[config.mk]
export PLATFORM = sky130hd
export DESIGN_NAME = bandpass_envelope_follower
export DESIGN_NICKNAME = d
export VERILOG_FILES = /design/src/rtl/core/bpef_pkg.sv /design/src/rtl/core/bpef_useq.sv /design/src/rtl/core/bandpass_envelope_follower.sv
export SDC_FILE = /design/constraint.sdc
export NUM_CORES = 2
export LEC_CHECK = 0
export ABC_CLOCK_PERIOD_IN_PS = 10100
export BUFFER_PORTS_ARGS = -buffer_cell sky130_fd_sc_hd__buf_2
export CORE_ASPECT_RATIO = 1.4
export CORE_UTILIZATION = 59
export DETAILED_ROUTE_END_ITERATION = 8
export PLACE_DENSITY = 0.78
export SYNTH_ARGS = -nofsm -noshare
export SYNTH_HDL_FRONTEND = slang
export SYNTH_SLANG_ARGS = --single-unit
[constraint.sdc]
create_clock -name clk -period 10.1 [get_ports clk]
set_clock_uncertainty 0.2 [all_clocks]
set_input_delay 0 -clock clk [delete_from_list [all_inputs] [get_ports clk]]
set_output_delay 0 -clock clk [all_outputs]
set_load 0.02 [all_outputs]
[src/rtl/core/bpef_pkg.sv]
`timescale 1ns / 1ps
// ----------------------------------------------------------------------------
// bpef_pkg
// Shared types, constants and the microprogram of the bandpass envelope
// follower.
// ----------------------------------------------------------------------------
package bpef_pkg;

    localparam int RATE_FRAC    = 24;
    localparam int RATE_BITS    = RATE_FRAC + 1;
    localparam int CFG_IDX_BITS = 3;
    localparam int PC_BITS      = 4;

    localparam logic [RATE_BITS-1:0] RATE_ONE = {1'b1, {RATE_FRAC{1'b0}}};

    typedef enum logic [CFG_IDX_BITS-1:0] {
        REG_BAND_GAIN    = 3'd0,
        REG_FEEDBACK_ONE = 3'd1,
        REG_FEEDBACK_TWO = 3'd2,
        REG_ATTACK_RATE  = 3'd3,
        REG_DECAY_RATE   = 3'd4
    } cfg_reg_t;

    // Coefficient-side multiplier operand
    typedef enum logic [1:0] {
        CS_GAIN,
        CS_FB1,
        CS_FB2,
        CS_RATE
    } coef_sel_t;

    // Sample-side multiplier operand
    typedef enum logic [1:0] {
        BS_XDIFF,
        BS_Y1,
        BS_Y2,
        BS_DIFF
    } samp_sel_t;

    typedef enum logic [1:0] {
        ACC_HOLD,
        ACC_INIT,
        ACC_ADD,
        ACC_SUB
    } acc_op_t;

    typedef enum logic [2:0] {
        ACT_NONE,
        ACT_TAKE,
        ACT_ROUND,
        ACT_PREP,
        ACT_ENV,
        ACT_EMIT
    } act_t;

    typedef struct packed {
        act_t               act;
        coef_sel_t          coef_sel;
        logic               hi_half;
        samp_sel_t          samp_sel;
        logic               mul_en;
        acc_op_t            acc_op;
        logic               acc_shift;
        logic [PC_BITS-1:0] next_step;
    } ctl_word_t;

    localparam logic [PC_BITS-1:0] STEP_TAKE = '0;

    function automatic ctl_word_t cw(act_t act, coef_sel_t cs, logic hi, samp_sel_t bs,
                                     logic mul, acc_op_t op, logic sh,
                                     logic [PC_BITS-1:0] nxt);
        ctl_word_t w;
        w.act       = act;
        w.coef_sel  = cs;
        w.hi_half   = hi;
        w.samp_sel  = bs;
        w.mul_en    = mul;
        w.acc_op    = op;
        w.acc_shift = sh;
        w.next_step = nxt;
        return w;
    endfunction

    // Microprogram. Each filter multiply in one step is accumulated in the next one;
    // the high coefficient half lands shifted up by the half width.
    function automatic ctl_word_t ucode(logic [PC_BITS-1:0] pc);
        ctl_word_t w;
        case (pc)
            4'd0:    w = cw(ACT_TAKE,  CS_GAIN, 1'b0, BS_XDIFF, 1'b0, ACC_HOLD, 1'b0, 4'd1);
            4'd1:    w = cw(ACT_NONE,  CS_GAIN, 1'b0, BS_XDIFF, 1'b1, ACC_INIT, 1'b0, 4'd2);
            4'd2:    w = cw(ACT_NONE,  CS_GAIN, 1'b1, BS_XDIFF, 1'b1, ACC_ADD,  1'b0, 4'd3);
            4'd3:    w = cw(ACT_NONE,  CS_FB1,  1'b0, BS_Y1,    1'b1, ACC_ADD,  1'b1, 4'd4);
            4'd4:    w = cw(ACT_NONE,  CS_FB1,  1'b1, BS_Y1,    1'b1, ACC_SUB,  1'b0, 4'd5);
            4'd5:    w = cw(ACT_NONE,  CS_FB2,  1'b0, BS_Y2,    1'b1, ACC_SUB,  1'b1, 4'd6);
            4'd6:    w = cw(ACT_NONE,  CS_FB2,  1'b1, BS_Y2,    1'b1, ACC_SUB,  1'b0, 4'd7);
            4'd7:    w = cw(ACT_NONE,  CS_GAIN, 1'b0, BS_XDIFF, 1'b0, ACC_SUB,  1'b1, 4'd8);
            4'd8:    w = cw(ACT_ROUND, CS_GAIN, 1'b0, BS_XDIFF, 1'b0, ACC_HOLD, 1'b0, 4'd9);
            4'd9:    w = cw(ACT_PREP,  CS_GAIN, 1'b0, BS_XDIFF, 1'b0, ACC_HOLD, 1'b0, 4'd10);
            4'd10:   w = cw(ACT_NONE,  CS_RATE, 1'b0, BS_DIFF,  1'b1, ACC_HOLD, 1'b0, 4'd11);
            4'd11:   w = cw(ACT_ENV,   CS_GAIN, 1'b0, BS_XDIFF, 1'b0, ACC_HOLD, 1'b0, 4'd12);
            4'd12:   w = cw(ACT_EMIT,  CS_GAIN, 1'b0, BS_XDIFF, 1'b0, ACC_HOLD, 1'b0,
                            STEP_TAKE);
            default: w = cw(ACT_NONE,  CS_GAIN, 1'b0, BS_XDIFF, 1'b0, ACC_HOLD, 1'b0,
                            STEP_TAKE);
        endcase
        return w;
    endfunction

endpackage

[src/rtl/core/bpef_useq.sv]
`timescale 1ns / 1ps
// ----------------------------------------------------------------------------
// bpef_useq
// Step counter and program ROM; waiting steps hold until their handshake.
// ----------------------------------------------------------------------------
module bpef_useq (
    input  logic                clk,
    input  logic                rst_n,
    input  logic                in_valid,
    input  logic                out_free,
    output bpef_pkg::ctl_word_t ctl
);
    import bpef_pkg::*;

    logic [PC_BITS-1:0] pc_reg;
    logic [PC_BITS-1:0] pc_next;
    logic               hold;

    assign ctl  = ucode(pc_reg);
    assign hold = ((ctl.act == ACT_TAKE) && !in_valid) ||
                  ((ctl.act == ACT_EMIT) && !out_free);

    always_comb
    begin
        pc_next = hold ? pc_reg : ctl.next_step;
    end

    always_ff @(posedge clk or negedge rst_n)
    begin
        if (!rst_n)
        begin
            pc_reg <= STEP_TAKE;
        end
        else
        begin
            pc_reg <= pc_next;
        end
    end

endmodule

[src/rtl/core/bandpass_envelope_follower.sv]
`timescale 1ns / 1ps
// ----------------------------------------------------------------------------
// bandpass_envelope_follower
// Bandpass biquad followed by an attack/decay envelope smoother.
// ----------------------------------------------------------------------------
// Each accepted sample runs through the whole microprogram before its envelope
// item appears on the output register, and no new sample is taken until that
// item has been emitted. The microprogram drives one shared multiplier of 26 by
// SAMPLE_BITS+1 bits that runs seven multiplies per sample (each coefficient, up
// to Q2.30, split in two halves, then the envelope rate), plus rounding, envelope
// and output steps. A stalled output holds the sequencer on its output step.
// Configuration writes are taken in any cycle and must only be issued while no
// sample is in flight.
module bandpass_envelope_follower #(
    parameter int SAMPLE_BITS = 24,
    parameter int COEF_BITS   = 32
) (
    input  logic                                clk,
    input  logic                                rst_n,
    input  logic                                in_valid,
    output logic                                in_stall,
    input  logic signed [SAMPLE_BITS-1:0]       sample,
    output logic                                out_valid,
    input  logic                                out_stall,
    output logic [SAMPLE_BITS-2:0]              envelope,
    input  logic                                cfg_valid,
    output logic                                cfg_ready,
    input  logic [bpef_pkg::CFG_IDX_BITS-1:0]   cfg_index,
    input  logic [((COEF_BITS > bpef_pkg::RATE_BITS) ? COEF_BITS
                   : bpef_pkg::RATE_BITS)-1:0] cfg_data
);
    import bpef_pkg::*;

    localparam int S    = SAMPLE_BITS;
    localparam int C    = COEF_BITS;
    localparam int F    = C - 2;
    localparam int CW   = C + 1;
    localparam int HALF = (CW + 1) / 2;
    localparam int HIW  = CW - HALF;
    localparam int MA   = (HALF + 1 > RATE_BITS + 1) ? HALF + 1 : RATE_BITS + 1;
    localparam int BW   = S + 1;
    localparam int PW   = MA + BW;
    localparam int ACC  = (S + C + 2 > 64) ? 64 : S + C + 2;
    localparam int EW   = (PW + HALF > ACC) ? PW + HALF : ACC;
    localparam int QW   = ACC - F;
    localparam int QX   = (QW > S) ? QW : S;

    localparam logic signed [QX-1:0] Q_HI = {{(QX-S+1){1'b0}}, {(S-1){1'b1}}};
    localparam logic signed [QX-1:0] Q_LO = {{(QX-S+1){1'b1}}, {(S-1){1'b0}}};
    localparam logic [S-2:0]         SMAX = {(S-1){1'b1}};
    localparam logic signed [S-1:0]  SMIN = {1'b1, {(S-1){1'b0}}};

    // configuration
    logic [C-3:0]          band_gain_reg;
    logic signed [C-1:0]   feedback_one_reg;
    logic signed [C-2:0]   feedback_two_reg;
    logic [RATE_BITS-1:0]  attack_rate_reg;
    logic [RATE_BITS-1:0]  decay_rate_reg;

    // filter and envelope state
    logic signed [S-1:0]   x1_reg;
    logic signed [S-1:0]   x2_reg;
    logic signed [S-1:0]   y1_reg;
    logic signed [S-1:0]   y2_reg;
    logic [S-2:0]          env_reg;

    // working registers
    logic signed [S-1:0]   sample_hold_reg;
    logic signed [BW-1:0]  xdiff_reg;
    logic signed [PW-1:0]  prod_reg;
    logic [ACC-1:0]        acc_reg;
    logic signed [S-1:0]   d_reg;
    logic [RATE_BITS-1:0]  rate_reg;
    logic [S-2:0]          out_reg;
    logic                  out_valid_reg;

    ctl_word_t             ctl;
    logic                  out_free;
    logic                  in_accept;

    logic signed [CW-1:0]  coef;
    logic signed [MA-1:0]  a_op;
    logic signed [BW-1:0]  b_op;
    logic signed [EW-1:0]  prod_ext;
    logic signed [EW-1:0]  prod_sh;
    logic [ACC-1:0]        term;
    logic signed [QW-1:0]  q;
    logic signed [QX-1:0]  q_ext;
    logic signed [S-1:0]   y_sat;
    logic signed [S-1:0]   y_neg;
    logic [S-2:0]          mag;
    logic [RATE_BITS-1:0]  rate_pick;
    logic signed [PW-1:0]  prod_rnd;
    logic signed [PW-1:0]  delta_full;
    logic signed [S+1:0]   env_sum;
    logic [S-2:0]          env_new;

    assign out_free  = !out_valid_reg || !out_stall;
    assign in_stall  = (ctl.act != ACT_TAKE);
    assign in_accept = in_valid && !in_stall;
    assign cfg_ready = 1'b1;
    assign out_valid = out_valid_reg;
    assign envelope  = out_reg;

    bpef_useq u_useq (
        .clk      (clk),
        .rst_n    (rst_n),
        .in_valid (in_valid),
        .out_free (out_free),
        .ctl      (ctl)
    );

    // multiplier operands
    always_comb
    begin
        case (ctl.coef_sel)
            CS_GAIN: coef = $signed({3'b000, band_gain_reg});
            CS_FB1:  coef = {feedback_one_reg[C-1], feedback_one_reg};
            CS_FB2:  coef = {{2{feedback_two_reg[C-2]}}, feedback_two_reg};
            default: coef = '0;
        endcase
        if (ctl.coef_sel == CS_RATE)
        begin
            a_op = $signed({{(MA-RATE_BITS){1'b0}}, rate_reg});
        end
        else if (ctl.hi_half)
        begin
            a_op = $signed({{(MA-HIW){coef[CW-1]}}, coef[CW-1:HALF]});
        end
        else
        begin
            a_op = $signed({{(MA-HALF){1'b0}}, coef[HALF-1:0]});
        end
        case (ctl.samp_sel)
            BS_XDIFF: b_op = xdiff_reg;
            BS_Y1:    b_op = {y1_reg[S-1], y1_reg};
            BS_Y2:    b_op = {y2_reg[S-1], y2_reg};
            default:  b_op = {d_reg[S-1], d_reg};
        endcase
    end

    // accumulator term: previous product, optionally weighted by 2^HALF
    always_comb
    begin
        prod_ext = EW'(prod_reg);
        prod_sh  = ctl.acc_shift ? (prod_ext <<< HALF) : prod_ext;
        term     = prod_sh[ACC-1:0];
    end

    // round to the sample grid and saturate
    always_comb
    begin
        q     = $signed(acc_reg[ACC-1:F]);
        q_ext = QX'(q);
        if (q_ext > Q_HI)
        begin
            y_sat = $signed({1'b0, SMAX});
        end
        else if (q_ext < Q_LO)
        begin
            y_sat = SMIN;
        end
        else
        begin
            y_sat = q_ext[S-1:0];
        end
    end

    // rectify the newest output and pick the smoothing rate
    always_comb
    begin
        y_neg = -y1_reg;
        if (!y1_reg[S-1])
        begin
            mag = y1_reg[S-2:0];
        end
        else if (y1_reg == SMIN)
        begin
            mag = SMAX;
        end
        else
        begin
            mag = y_neg[S-2:0];
        end
        rate_pick = (mag > env_reg) ? attack_rate_reg : decay_rate_reg;
        if (rate_pick > RATE_ONE)
        begin
            rate_pick = RATE_ONE;
        end
    end

    // envelope step with round-half-up and clamp
    always_comb
    begin
        prod_rnd   = prod_reg + (PW'(1) <<< (RATE_FRAC - 1));
        delta_full = prod_rnd >>> RATE_FRAC;
        env_sum    = $signed({3'b000, env_reg}) + $signed(delta_full[S+1:0]);
        if (env_sum < 0)
        begin
            env_new = '0;
        end
        else if (env_sum > $signed({3'b000, SMAX}))
        begin
            env_new = SMAX;
        end
        else
        begin
            env_new = env_sum[S-2:0];
        end
    end

    // configuration and state
    always_ff @(posedge clk or negedge rst_n)
    begin
        if (!rst_n)
        begin
            band_gain_reg    <= '0;
            feedback_one_reg <= '0;
            feedback_two_reg <= '0;
            attack_rate_reg  <= RATE_ONE;
            decay_rate_reg   <= RATE_ONE;
            x1_reg           <= '0;
            x2_reg           <= '0;
            y1_reg           <= '0;
            y2_reg           <= '0;
            env_reg          <= '0;
            out_valid_reg    <= 1'b0;
        end
        else
        begin
            if (cfg_valid && cfg_ready)
            begin
                case (cfg_index)
                    REG_BAND_GAIN:    band_gain_reg    <= cfg_data[C-3:0];
                    REG_FEEDBACK_ONE: feedback_one_reg <= $signed(cfg_data[C-1:0]);
                    REG_FEEDBACK_TWO: feedback_two_reg <= $signed(cfg_data[C-2:0]);
                    REG_ATTACK_RATE:  attack_rate_reg  <= cfg_data[RATE_BITS-1:0];
                    REG_DECAY_RATE:   decay_rate_reg   <= cfg_data[RATE_BITS-1:0];
                    default:          ;
                endcase
            end
            if (ctl.act == ACT_ROUND)
            begin
                x2_reg <= x1_reg;
                x1_reg <= sample_hold_reg;
                y2_reg <= y1_reg;
                y1_reg <= y_sat;
            end
            if (ctl.act == ACT_ENV)
            begin
                env_reg <= env_new;
            end
            if ((ctl.act == ACT_EMIT) && out_free)
            begin
                out_valid_reg <= 1'b1;
            end
            else if (!out_stall)
            begin
                out_valid_reg <= 1'b0;
            end
        end
    end

    // datapath payload
    always_ff @(posedge clk)
    begin
        if (in_accept)
        begin
            sample_hold_reg <= sample;
            xdiff_reg       <= {sample[S-1], sample} - {x2_reg[S-1], x2_reg};
        end
        if (ctl.mul_en)
        begin
            prod_reg <= a_op * b_op;
        end
        case (ctl.acc_op)
            ACC_INIT: acc_reg <= ACC'(1) << (F - 1);
            ACC_ADD:  acc_reg <= acc_reg + term;
            ACC_SUB:  acc_reg <= acc_reg - term;
            default:  ;
        endcase
        if (ctl.act == ACT_PREP)
        begin
            d_reg    <= $signed({1'b0, mag}) - $signed({1'b0, env_reg});
            rate_reg <= rate_pick;
        end
        if ((ctl.act == ACT_EMIT) && out_free)
        begin
            out_reg <= env_reg;
        end
    end

    // a result only appears from the output step
    a_emit_src: assert property (@(posedge clk) disable iff (!rst_n)
        (out_valid && !$past(out_valid)) |-> $past(ctl.act == ACT_EMIT))
        else $error("output valid rose outside the output step");

    // an accepted sample starts the filter program in the next cycle
    a_start: assert property (@(posedge clk) disable iff (!rst_n)
        in_accept |=> (ctl.acc_op == ACC_INIT && ctl.mul_en))
        else $error("accepted sample did not start the filter program");

    // a completed output step returns to waiting for a sample
    a_return: assert property (@(posedge clk) disable iff (!rst_n)
        (ctl.act == ACT_EMIT && out_free) |=> (ctl.act == ACT_TAKE))
        else $error("sequencer did not return after delivering a result");

    // the envelope multiply never sees a rate above one
    a_rate: assert property (@(posedge clk) disable iff (!rst_n)
        (ctl.act == ACT_ENV) |-> ($past(rate_reg) <= RATE_ONE))
        else $error("envelope rate above one");

endmodule

# == After elaboration in Yosys (flattened, before gate mapping) ==
# Memories as Yosys holds them, arrays and structs flattened.
# Index checks and enable logic that the tools add are counted.
# classes
n_addsub,7
multipliers,1
div_mod_pow,0
order_cmp,6
eq_ne,20
n_shift,0
n_mux,15
bitwise_logic,0
n_reduce_logical,20
# op_table
op,n
58-bit case mux with 3 select lines,1
33-bit case mux with 3 select lines,1
23-bit 2-to-1 mux,4
25-bit case mux with 3 select lines,1
58-bit adder,1
58-bit 2-to-1 mux,1
58-bit subtractor,1
26-bit 2-to-1 mux,2
26-bit by 25-bit multiplier with 51-bit output,1
"50-bit by 25-bit adder with 50-bit output, second input constant",1
24-bit 2-to-1 mux,2
"28-bit by 24-bit > comparator with 1-bit output, second input constant",1
"28-bit by 24-bit < comparator with 1-bit output, second input constant",1
24-bit by 26-bit adder with 26-bit output,1
"26-bit by 24-bit > comparator with 1-bit output, second input constant",1
"26-bit by 1-bit < comparator with 1-bit output, second input constant",1
"25-bit > comparator, second input constant",1
25-bit 2-to-1 mux,1
24-bit by 24-bit subtractor with 25-bit output,1
"24-bit == test, second input constant",1
23-bit by 23-bit subtractor with 24-bit output,1
23-bit > comparator,1
23-bit negator,1
"3-bit by 2-bit == test with 1-bit output, second input constant",4
14 further kinds,37
# word_totals
ff_bits,497
latch_bits,0
ram_bits,0
mem_bits_ro,256
out_inout_bits,26
elab_cells,89
mem_count,1
# mem_list
memory,depth,width,read_ports,rd_ports_with_merged_regs,write_ports,line,source
(no name shown),16,16,1,0,0,bpef_pkg.sv:88,case (pc)

# == Depth between registers and ports, before layout ==
# logic_depth
depth_word,6
depth_mapped,39
depth_no_buf,34

# == By module ==
# Synthesis repeated with hierarchy kept, for this count alone.
# hier_totals
hier_cells,5456
hier_area_um2,52429.0
# by_module_without_submodules
module,n_inst,cells_each,area_per_inst_um2,seq_area_each_um2
bandpass_envelope_follower,1,5397,51954.8,13490.4
bpef_useq,1,59,474.2,100.1

# == Worst setup path before layout ==
# No wires, ideal clock.
# synth_timing
path_kind,flip-flop to flip-flop
startpoint,register u_useq.pc_reg[1]
endpoint,"register prod_reg[50], data pin"
setup_time_ns,0.260
t_arrival_ns,8.982
required_ns,9.640
path_slack_ns,0.658
stages_incl_launch_ff,39
path_buffers,6
cell_sequence,dfrtp_1 > clkbuf_1 > inv_1 > ha_1 > clkbuf_1 > nand2_1 > o21a_1 > nor2_1 > clkbuf_1 > clkbuf_1 > clkbuf_1 > a222oi_1 > nand2_1 > clkbuf_1 > nand2_1 > fa_1 > inv_1 > fa_1 > (+3 left out) > fa_1 > inv_1 > fa_1 > inv_1 > fa_1 > inv_1 > fa_1 > inv_1 > ha_1 > nand2_1 > nor2_1 > nand3_1 > or4b_1 > a21oi_1 > a21oi_1 > o31ai_1 > a31oi_1 > xnor2_1
# synth_via
elab_chain_len,6
# synth_lines
item,line,source
"start, declared",bpef_useq.sv:15,logic [PC_BITS-1:0] pc_reg;
"start signal, assigned",bpef_useq.sv:36,pc_reg <= pc_next;
memory read 16 x 16 bit *,n/a,
2-bit == test (tied with other cells),bandpass_envelope_follower.sv:116,case (ctl.coef_sel)
33-bit case mux with 3 select lines,bandpass_envelope_follower.sv:116,
26-bit 2-to-1 mux,bandpass_envelope_follower.sv:126,else if (ctl.hi_half)
26-bit 2-to-1 mux,bandpass_envelope_follower.sv:122,if (ctl.coef_sel == CS_RATE)
26-bit by 25-bit multiplier with 51-bit output *,bandpass_envelope_follower.sv:274,prod_reg <= a_op * b_op;
"end signal, assigned",bandpass_envelope_follower.sv:274,
"end, declared",bandpass_envelope_follower.sv:70,logic signed [PW-1:0] prod_reg;
# Mark *: on every way between the ends. The rest lies on a longest branch, timed or not.
# A chain may end at the register's enable or synchronous reset.

# == Final worst setup path ==
# layout_timing
startpoint,register u_useq.pc_reg[0]
endpoint,"register prod_reg[49], data pin"
# The elaborated chain is that of the path after synthesis.

==> qor.log <==
qor: status.outcome finished clean
qor: sta.final.setup.tns 0 ps
qor: place.buffer_ports.inserted 88
qor: min_path.holdCritPathClass input port to flip-flop
qor: routing.wl_per_cell 24.7 um
qor: synth.ys_ff_latch 497
qor: sta.setup_viol 0
qor: synth.synth-seq-area-share 26.0%
qor: sta.layout_worst_path_cycle_share 96.2%
qor: routing.drtIter0Drc 4330
qor: routing.drtPass1Iterations 9
qor: floorplanning.floorplan.rows 128
qor: flow_run.drv_cap 0
qor: floorplanning.start_util 59.8%
qor: final_layout.mostFrequentLayoutCells 821 x sky130_fd_sc_hd__inv_1, 685 x sky130_fd_sc_hd__fa_1, 675 x sky130_fd_sc_hd__nand2_1, 508 x sky130_fd_sc_hd__nor2_1, 276 x sky130_fd_sc_hd__ha_1
qor: sta.hold-worst-slack 10.5 ps
qor: routing.routed_via_density 6.19
qor: final_layout.synthToLayoutAreaGrowth 10.2%
qor: final_layout.finalCoreUtilization 65.9%
qor: global_route.grt_pass1_vias 42745
qor: global_route.grt_antenna_before_repair 0
qor: synth.synth_area_per_cell 9.64 sq um
qor: critical_path.path_class flip-flop to flip-flop
qor: final_layout.sequential_cell_area 13600 sq um
qor: synth.synth_top_flop_cell sky130_fd_sc_hd__dfrtp_1
qor: place.pre_cts_ws -84.5 ps
qor: final_layout.layout.filler_cells 6814
qor: clock_tree.clock_latency 660 ps
qor: critical_path.critical_path_arrival 9950 ps
qor: clock_tree.cts_num_sinks 497
qor: routing.wl 168 mm
qor: critical_path.critical_path.max_fanout 18
qor: clock_tree.clk_transition_reported_paths 100 ps
qor: floorplanning.die_x 253 um
qor: sta.drv_slew 0
qor: critical_path.slowest_delay 750 ps
qor: global_route.maximum_number_of_pins_on_one_net_before_global_route_repair 142
qor: clock_tree.cts-root-buf sky130_fd_sc_hd__clkbuf_16
qor: sta.max_slew_margin 20.1%
qor: sta.final_period_minus_worst_setup_slack 9720 ps
qor: routing.antenna_left 0
qor: clock_tree.number_of_buffers_inserted_during_clock_tree_synthesis 50
qor: sta.tightest_slew 1200 ps
qor: clock_tree.tritoncts built
qor: critical_path.critical_path.startpoint_type flip-flop
qor: floorplanning.io_pins 90
qor: synth.synth_cells 5418
qor: sta.final-hold-violation-count 0
qor: synth.synth_cell_types 84
qor: final_layout.largest_reg_flops 58
qor: final_layout.final_layout_size_suffix_gt1_share 11.2%
qor: floorplanning.die_area 89700 sq um
qor: routing.drc 0
qor: place.dp_hpwl 129 mm
qor: critical_path.crit_top_cell sky130_fd_sc_hd__fa_1
qor: global_route.globalRouteTotalUtil 38.1%
qor: global_route.grt_overflow 0
qor: floorplanning.placeableCoreArea 87300 sq um
qor: critical_path.crit_required 10330 ps
qor: final_layout.final_nets 6602
qor: routing.vias 42012
qor: critical_path.endpoint_kind flip-flop
qor: synth.syn_nets 6444
qor: sta.timing.final.ws_setup 382 ps
qor: clock_tree.cts_htree_levels 2
qor: sta.rsz0062_at_grt false
qor: synth.syn-cell-area 52200 sq um
qor: final_layout.multiInputGateArea 34900 sq um
qor: sta.maxClockFrequency 0.103 GHz
qor: final_layout.antennaDiodeCount 0
qor: synth.synth-async-reset-ratio 53.7%
qor: place.gpl.final_weighted_congestion 1.06
qor: global_route.grt_first_pass_wirelength 253 mm
qor: floorplanning.die_h 354 um
qor: synth.count_of_flip_flops_with_a_built_in_enable_after_synthesis 230
qor: synth.yosysWarningCount 0
qor: final_layout.layout.cells.most_common sky130_fd_sc_hd__inv_1
qor: clock_tree.max-clock-path-buffers 3
qor: critical_path.crit_slowest_cell sky130_fd_sc_hd__and2_1
-- cell families (layout without fill, tap and decap cells) --
family	after synthesis	count (layout)	synth area share, %
simple gates	1558	1559	12.9
compound gates	816	816	10.4
buf+inv	1059	1258	7.66
flops	497	497	26.0
mux	283	283	5.96
xor+xnor	242	242	4.06
other cells	1	1	0.00718
fa+ha+maj	962	962	32.9
-- routing by layer --
layer	part of all wire, %	track usage, %	vias up
met5	0	0	-
met4	9.2	28.7	0
li1	-	-	18098
met2	48	61.7	2260
met1	34	45.3	20992
met3	8.5	6.48	662
-- stage by stage --
step	instance area [sq um]	instances
6_report	57500	6788
5_1_grt	57500	6788
4_1_cts	57400	6781
3_5_place_dp	54600	6588
3_3_place_gp	54600	6588
2_1_floorplan	52200	5418
-- layout make-up --
cell class                      instances  area share, %
Sequential cell                       497           23.6
Tap cell                             1170           2.54
Timing Repair Buffer                  343           4.66
Clock inverter                         32          0.792
Inverter                              821           5.36
Clock buffer                           62           2.40
Multi-Input combinational cell       3863           60.6
-- what timing repair did --
action                                  in CTS  in global routing
hold buffers                                99                  0
pin swaps                                    0                  6
buffers inserted                             0                  6
hold endpoints to repair                   395                  0
resized for setup                            2                 14
endpoints found under the setup margin       2                  8
gates cloned                                 0                  1
-- worst max-delay path, delay by kind of cell (launching register included) --
family                   cells  cell delay, ps
adder cells (fa/ha/maj)      9            4110
multiplexers                 1             250
AND/OR/NAND/NOR              8            2320
flip-flops                   1             410
buffers and inverters        7             800
AO/OA/AOI/OAI                6            1380
-- worst paths after layout --
kind | startpoint | to | slack, ps | cells past startpoint
hold / removal | cfg_data[16] | feedback_two_reg[16] | 10 | 3
min in group asynchronous | rst_n | attack_rate_reg[24] | 370 | 3
hold reg to reg | sample_hold_reg[10] | x1_reg[10] | 280 | 1
setup / recovery | u_useq.pc_reg[0] | prod_reg[49] | 380 | 31
max in group asynchronous | rst_n | env_reg[12] | 8510 | 4
setup reg to reg | u_useq.pc_reg[0] | prod_reg[49] | 380 | 31
-- synth_stat cells (all sizes together), types with 10 or more instances --
library cell | number | area share [%]
nor2b | 22 | 0.26
nand2b | 32 | 0.38
and3 | 21 | 0.25
nand2 | 679 | 4.9
a31oi | 28 | 0.34
nand4 | 33 | 0.40
a221oi | 17 | 0.29
and2 | 20 | 0.24
o21a | 47 | 0.68
clkbuf | 201 | 1.4
o211ai | 22 | 0.32
mux2i | 62 | 1.2
a222oi | 29 | 0.56
nor4 | 28 | 0.40
nor3 | 51 | 0.50
mux2 | 221 | 4.8
o21ai | 156 | 1.5
buf | 37 | 0.32
edfxtp | 230 | 13
xnor2 | 149 | 2.5
xor2 | 93 | 1.6
a221o | 39 | 0.75
nor2 | 519 | 3.7
a22oi | 23 | 0.33
nor3b | 11 | 0.16
o21bai | 21 | 0.30
or3 | 26 | 0.33
o31ai | 22 | 0.34
or4 | 10 | 0.14
nand3 | 62 | 0.59
a21o | 76 | 1.1
a211oi | 24 | 0.35
dfrtp | 265 | 13
a21oi | 234 | 2.2
fa | 685 | 26
inv | 821 | 5.9
ha | 277 | 6.6
or2 | 16 | 0.19
Power is not shown: default switching activity piles up to over one toggle a cycle in this logic, so the estimate is an artifact.
